### src/hdl/salc_pkg.sv
// Shared types and constants for the set-associative LRU cache simulator.
// No dependencies.
package salc_pkg;

  localparam int MaxSetBitsDef = 6;
  localparam int MaxWaysDef    = 8;

  typedef enum logic [1:0] {
    ACT_LOAD   = 2'd0,
    ACT_STORE  = 2'd1,
    ACT_MODIFY = 2'd2,
    ACT_IFETCH = 2'd3
  } action_e;

  typedef enum logic [1:0] {
    OUT_HIT   = 2'd0,
    OUT_MISS  = 2'd1,
    OUT_EVICT = 2'd2,
    OUT_IGN   = 2'd3
  } outcome_e;

  typedef enum logic [1:0] {
    REG_SET_BITS   = 2'd0,
    REG_WAYS       = 2'd1,
    REG_BLOCK_BITS = 2'd2,
    REG_NONE       = 2'd3
  } reg_e;

  typedef struct packed {
    logic        ignore;
    logic        modify;
    logic [63:0] blk;
  } cmd_t;

endpackage

### src/hdl/salc_front.sv
// Front end: accepts trace words, strips the block offset, queues commands.
// Depends on salc_pkg.
module salc_front import salc_pkg::*; (
  input  logic        clk_i,
  input  logic        rst_ni,
  input  logic [5:0]  block_bits_i,
  input  logic        in_valid_i,
  output logic        in_ready_o,
  input  logic [1:0]  action_i,
  input  logic [63:0] address_i,
  output logic        cmd_valid_o,
  input  logic        cmd_ready_i,
  output cmd_t        cmd_o
);

  cmd_t q_q [2];
  logic [1:0] cnt_q, cnt_d;
  logic wr_ptr_q, rd_ptr_q;
  logic push, pop;

  assign in_ready_o  = (cnt_q != 2'd2);
  assign cmd_valid_o = (cnt_q != 2'd0);
  assign cmd_o       = q_q[rd_ptr_q];
  assign push = in_valid_i && in_ready_o;
  assign pop  = cmd_valid_o && cmd_ready_i;

  always_comb begin
    cnt_d = cnt_q;
    if (push && !pop) cnt_d = cnt_q + 2'd1;
    else if (pop && !push) cnt_d = cnt_q - 2'd1;
  end

  always_ff @(posedge clk_i or negedge rst_ni) begin
    if (!rst_ni) begin
      cnt_q    <= '0;
      wr_ptr_q <= 1'b0;
      rd_ptr_q <= 1'b0;
    end else begin
      cnt_q <= cnt_d;
      if (push) wr_ptr_q <= ~wr_ptr_q;
      if (pop)  rd_ptr_q <= ~rd_ptr_q;
    end
  end

  always_ff @(posedge clk_i) begin
    if (push) begin
      q_q[wr_ptr_q].ignore <= (action_e'(action_i) == ACT_IFETCH);
      q_q[wr_ptr_q].modify <= (action_e'(action_i) == ACT_MODIFY);
      q_q[wr_ptr_q].blk    <= address_i >> block_bits_i;
    end
  end

endmodule

### config.mk
export PLATFORM = sky130hd
export DESIGN_NAME = salc_front
export DESIGN_NICKNAME = d
export VERILOG_FILES = /design/src/hdl/salc_pkg.sv /design/src/hdl/salc_front.sv
export SDC_FILE = /design/constraint.sdc
export NUM_CORES = 1
export LEC_CHECK = 0
export BUFFER_PORTS_ARGS = -buffer_cell sky130_fd_sc_hd__buf_4
export CAP_MARGIN = 25
export CORE_MARGIN = 4
export CORE_UTILIZATION = 50
export CTS_BUF_LIST = sky130_fd_sc_hd__clkbuf_8
export CTS_CLUSTER_SIZE = 10
export DETAILED_ROUTE_END_ITERATION = 8
export MAX_ROUTING_LAYER = met4
export PLACE_DENSITY = 0.75
export SYNTH_ARGS = -nofsm -noshare
export SYNTH_HDL_FRONTEND = slang
export SYNTH_SLANG_ARGS = --single-unit
### constraint.sdc
create_clock -name clk_i -period 3.9 [get_ports clk_i]
set_input_delay 0 -clock clk_i [delete_from_list [all_inputs] [get_ports clk_i]]
set_output_delay 0 -clock clk_i [all_outputs]
set_load 0.02 [all_outputs]
==> run_results.csv <==
group,metric,value,unit
worst_setup_path,crit_top_cell,"buf_4",
clocking,cts_root_buf,"clkbuf_8",
worst_hold_path,hold_class,"in -> reg",
final_layout,diodes,0,
final_layout,area_growth,17.6,%
final_layout,postLayoutCellArea,10600,µm²
floorplanning,num_rows,48,
route,routed_wl,27800,µm
worst_setup_path,worstPathArrival,2.58,ns
sta,whs,0.173,ns
clocking,ctsHoldBuffers,7,
clocking,post_cts.repair.setup_buffers,0,
sta,tightest_slew,0.890,ns
synthesis,synth.distinct_cells,56,
worst_setup_path,critPathLaunchType,"flip-flop",
grt,grt_antenna_before_repair,0,
final_layout,stdcell_count,1061,
sta,rsz0062_at_grt,"no",
sta,fin_worst_skew,0.00940,ns
worst_setup_path,critPathKind,"reg -> out",
grt,grt.overflow.total,0,
worst_hold_path,hp-start,"block_bits_i[5]",
power,total_power,5.80,mW
synthesis,synthesis.nets,774,
worst_setup_path,crit_chain,"buf_4 > mux2_2 > buf_4",
worst_setup_path,cp.required,3.90,ns
clocking,clk_pin_slew_worst_paths,0.08,ns
synthesis,synth-edff-count,132,
final_layout,num-fill-cells,1389,
status,outcome,"completed",
clocking,htreeDepth,4,
route,first_iter_violations,833,
synthesis,synthTopCellsByCount,"edfxtp_1 (132), mux2_2 (96), mux4_2 (67), nor2_1 (56), mux2i_1 (54)",
final_layout,fin_util,0.607,
route,wl_per_cell,26.2,µm
route,post_drt_via_cell_ratio,6.59,
clocking,clkSinkCount,136,
synthesis,synth.area.top_cells,"edfxtp_1 (44%), mux4_2 (17%), mux2_2 (12%)",
grt,grt.total_usage,0.284,
synthesis,yosysWarnings,0,
floorplanning,core_area,17500,µm²
clocking,clock_path_buffers,2,
synthesis,post-synth-top-count-cell,"edfxtp_1",
synthesis,yosysSeqAreaShare,0.449,
sta,finalWorstSetupSlack,1.32,ns
sta,slew_viol_final,0,
worst_setup_path,cp_slowest_cell,"dfrtp_2",
grt,grt_pass1_wl,42200,µm
synthesis,synth-seq-cells,136,
clocking,cts-buffers-inserted,17,
placement,placedCellCount,1022,
power,vdd_drop_max,0.777,mV
worst_setup_path,rr_startpoint,"cnt_q[0]$_DFFE_PN0P_",
final_layout,layout-drive-gt1-share,0.427,
final_layout,multi_input_area,4690,µm²
clocking,clkLatencyLatePin,0.45,ns
worst_setup_path,cp_top_family,"flip-flops",
synthesis,yosys.area.top_type,"edfxtp_1",
final_layout,seq_area,4070,µm²
floorplanning,die_h,143,µm
synthesis,netlist.area_leader.share,0.438,
sta,post-route-min-period,2.58,ns
sta,hold_viol_final,0,
sta,tns,0,ns
grt,grt_pass1_vias,7001,
grt,grt_max_degree,71,
route,drc,0,
placement,place_congestion,1.01,
clocking,cts.repair.resized,0,
sta,clock.fmax,0.387,GHz
worst_setup_path,critPathMaxFanout,34,
placement,port_buffers,143,
sta,min_period_over_period,0.662,
sta,slew-limit-headroom,0.404,
worst_setup_path,critPathLaunch,"rd_ptr_q$_DFFE_PN0P_",
synthesis,synth.avg_cell_area,13.0,µm²
clocking,cts_tree,"yes",
flow_run,drv_cap,0,
floorplanning,die_w,143,µm
synthesis,syn-cell-area,9050,µm²
worst_setup_path,path_buf_inv,2,
sta,setup_viol,0,
floorplanning,io-pin-count,144,
power,p_per_area,545,nW/µm²
synthesis,synth-main-ff-cell,"edfxtp_1",
synthesis,async_flop_share,0.0294,
placement,placed_area,10200,µm²
floorplanning,die_area,20300,µm²
route,firstDrtPassIters,6,
floorplanning,start_util,0.516,
synthesis,synth_cells,697,
power,power_leakage,4.01,nW
worst_setup_path,worstSetupEndpointType,"output pin",
worst_setup_path,critPathMaxStageDelay,0.93,ns
final_layout,nets,900,
route,drtAntennaViolNets,0,
placement,place.detailed.hpwl,20700,µm
placement,pre_cts_ws,1.09,ns
route,num_vias,6992,
## layer usage
metal	track usage	routed length [µm]	up-vias
met4	0.108	1030	0
met3	0.0356	2080	62
met5	-	0	-
met1	0.398	11600	3468
met2	0.428	13100	433
li1	-	-	3029
## state kept, by name, indices dropped and copies added, names as in the netlist
name,count
q_q,132
cnt_q,2
wr_ptr_q,1
rd_ptr_q,1
## logic make-up (layout without fill, tap and decap cells)
family,after synthesis,after routing,share of synthesized area
muxes,217,217,0.346
and+or+nand+nor,163,163,0.0804
DFF,136,136,0.449
AOI/OAI and AO/OA,111,111,0.0843
buffers and inverters,64,203,0.0344
xor gates and xnor gates,5,5,0.00484
adders and majority gates,1,1,0.00138
## worst register-to-register path, stage by stage (launching register included)
cell and delay [ns]:
dfrtp_1 0.42, nand2b_1 0.17, nand2_1 0.14, nor2_4 0.39, buf_4 0.55
## final cells by class
type                    instances  share of cell area
multi-input cells             497               0.440
flip-flops and latches        136               0.382
repair buffers                165               0.118
well taps                     225              0.0264
clock buffers                  17              0.0220
clock inverters                15             0.00975
inverters                       6             0.00212
## cells in the final DEF (no fill, tap or decap), types with 17 or more instances in the layout
master    Yosys  layout
buf_4         6     157
edfxtp_1    132     132
mux2_2       96      96
mux4_2       67      67
nor2_1       56      55
mux2i_1      54      54
nand2_1      50      50
o21ai_0      21      21
clkbuf_8      0      17
## worst paths after layout
check,end,slack [ns],cells after the start
setup / recovery,cmd_o[22],1.32,3
hold / removal,q_q[0][41]$_DFFE_PP_,0.17,2
setup reg to reg,q_q[0][31]$_DFFE_PP_,1.85,4
hold reg to reg,cnt_q[1]$_DFFE_PN0P_,0.53,1
max in group asynchronous,rd_ptr_q$_DFFE_PN0P_,3.25,3
min in group asynchronous,wr_ptr_q$_DFFE_PN0P_,0.46,3
## report_power, final
part / leakage [nW] / internal, mW / switching, mW / total (mW)
logic: 2.53 / 1.12 / 1.46 / 2.59
clock network: 0.175 / 0.437 / 0.563 / 1.00
registers: 1.30 / 2.04 / 0.166 / 2.21
(Power assumes the default switching activity.)
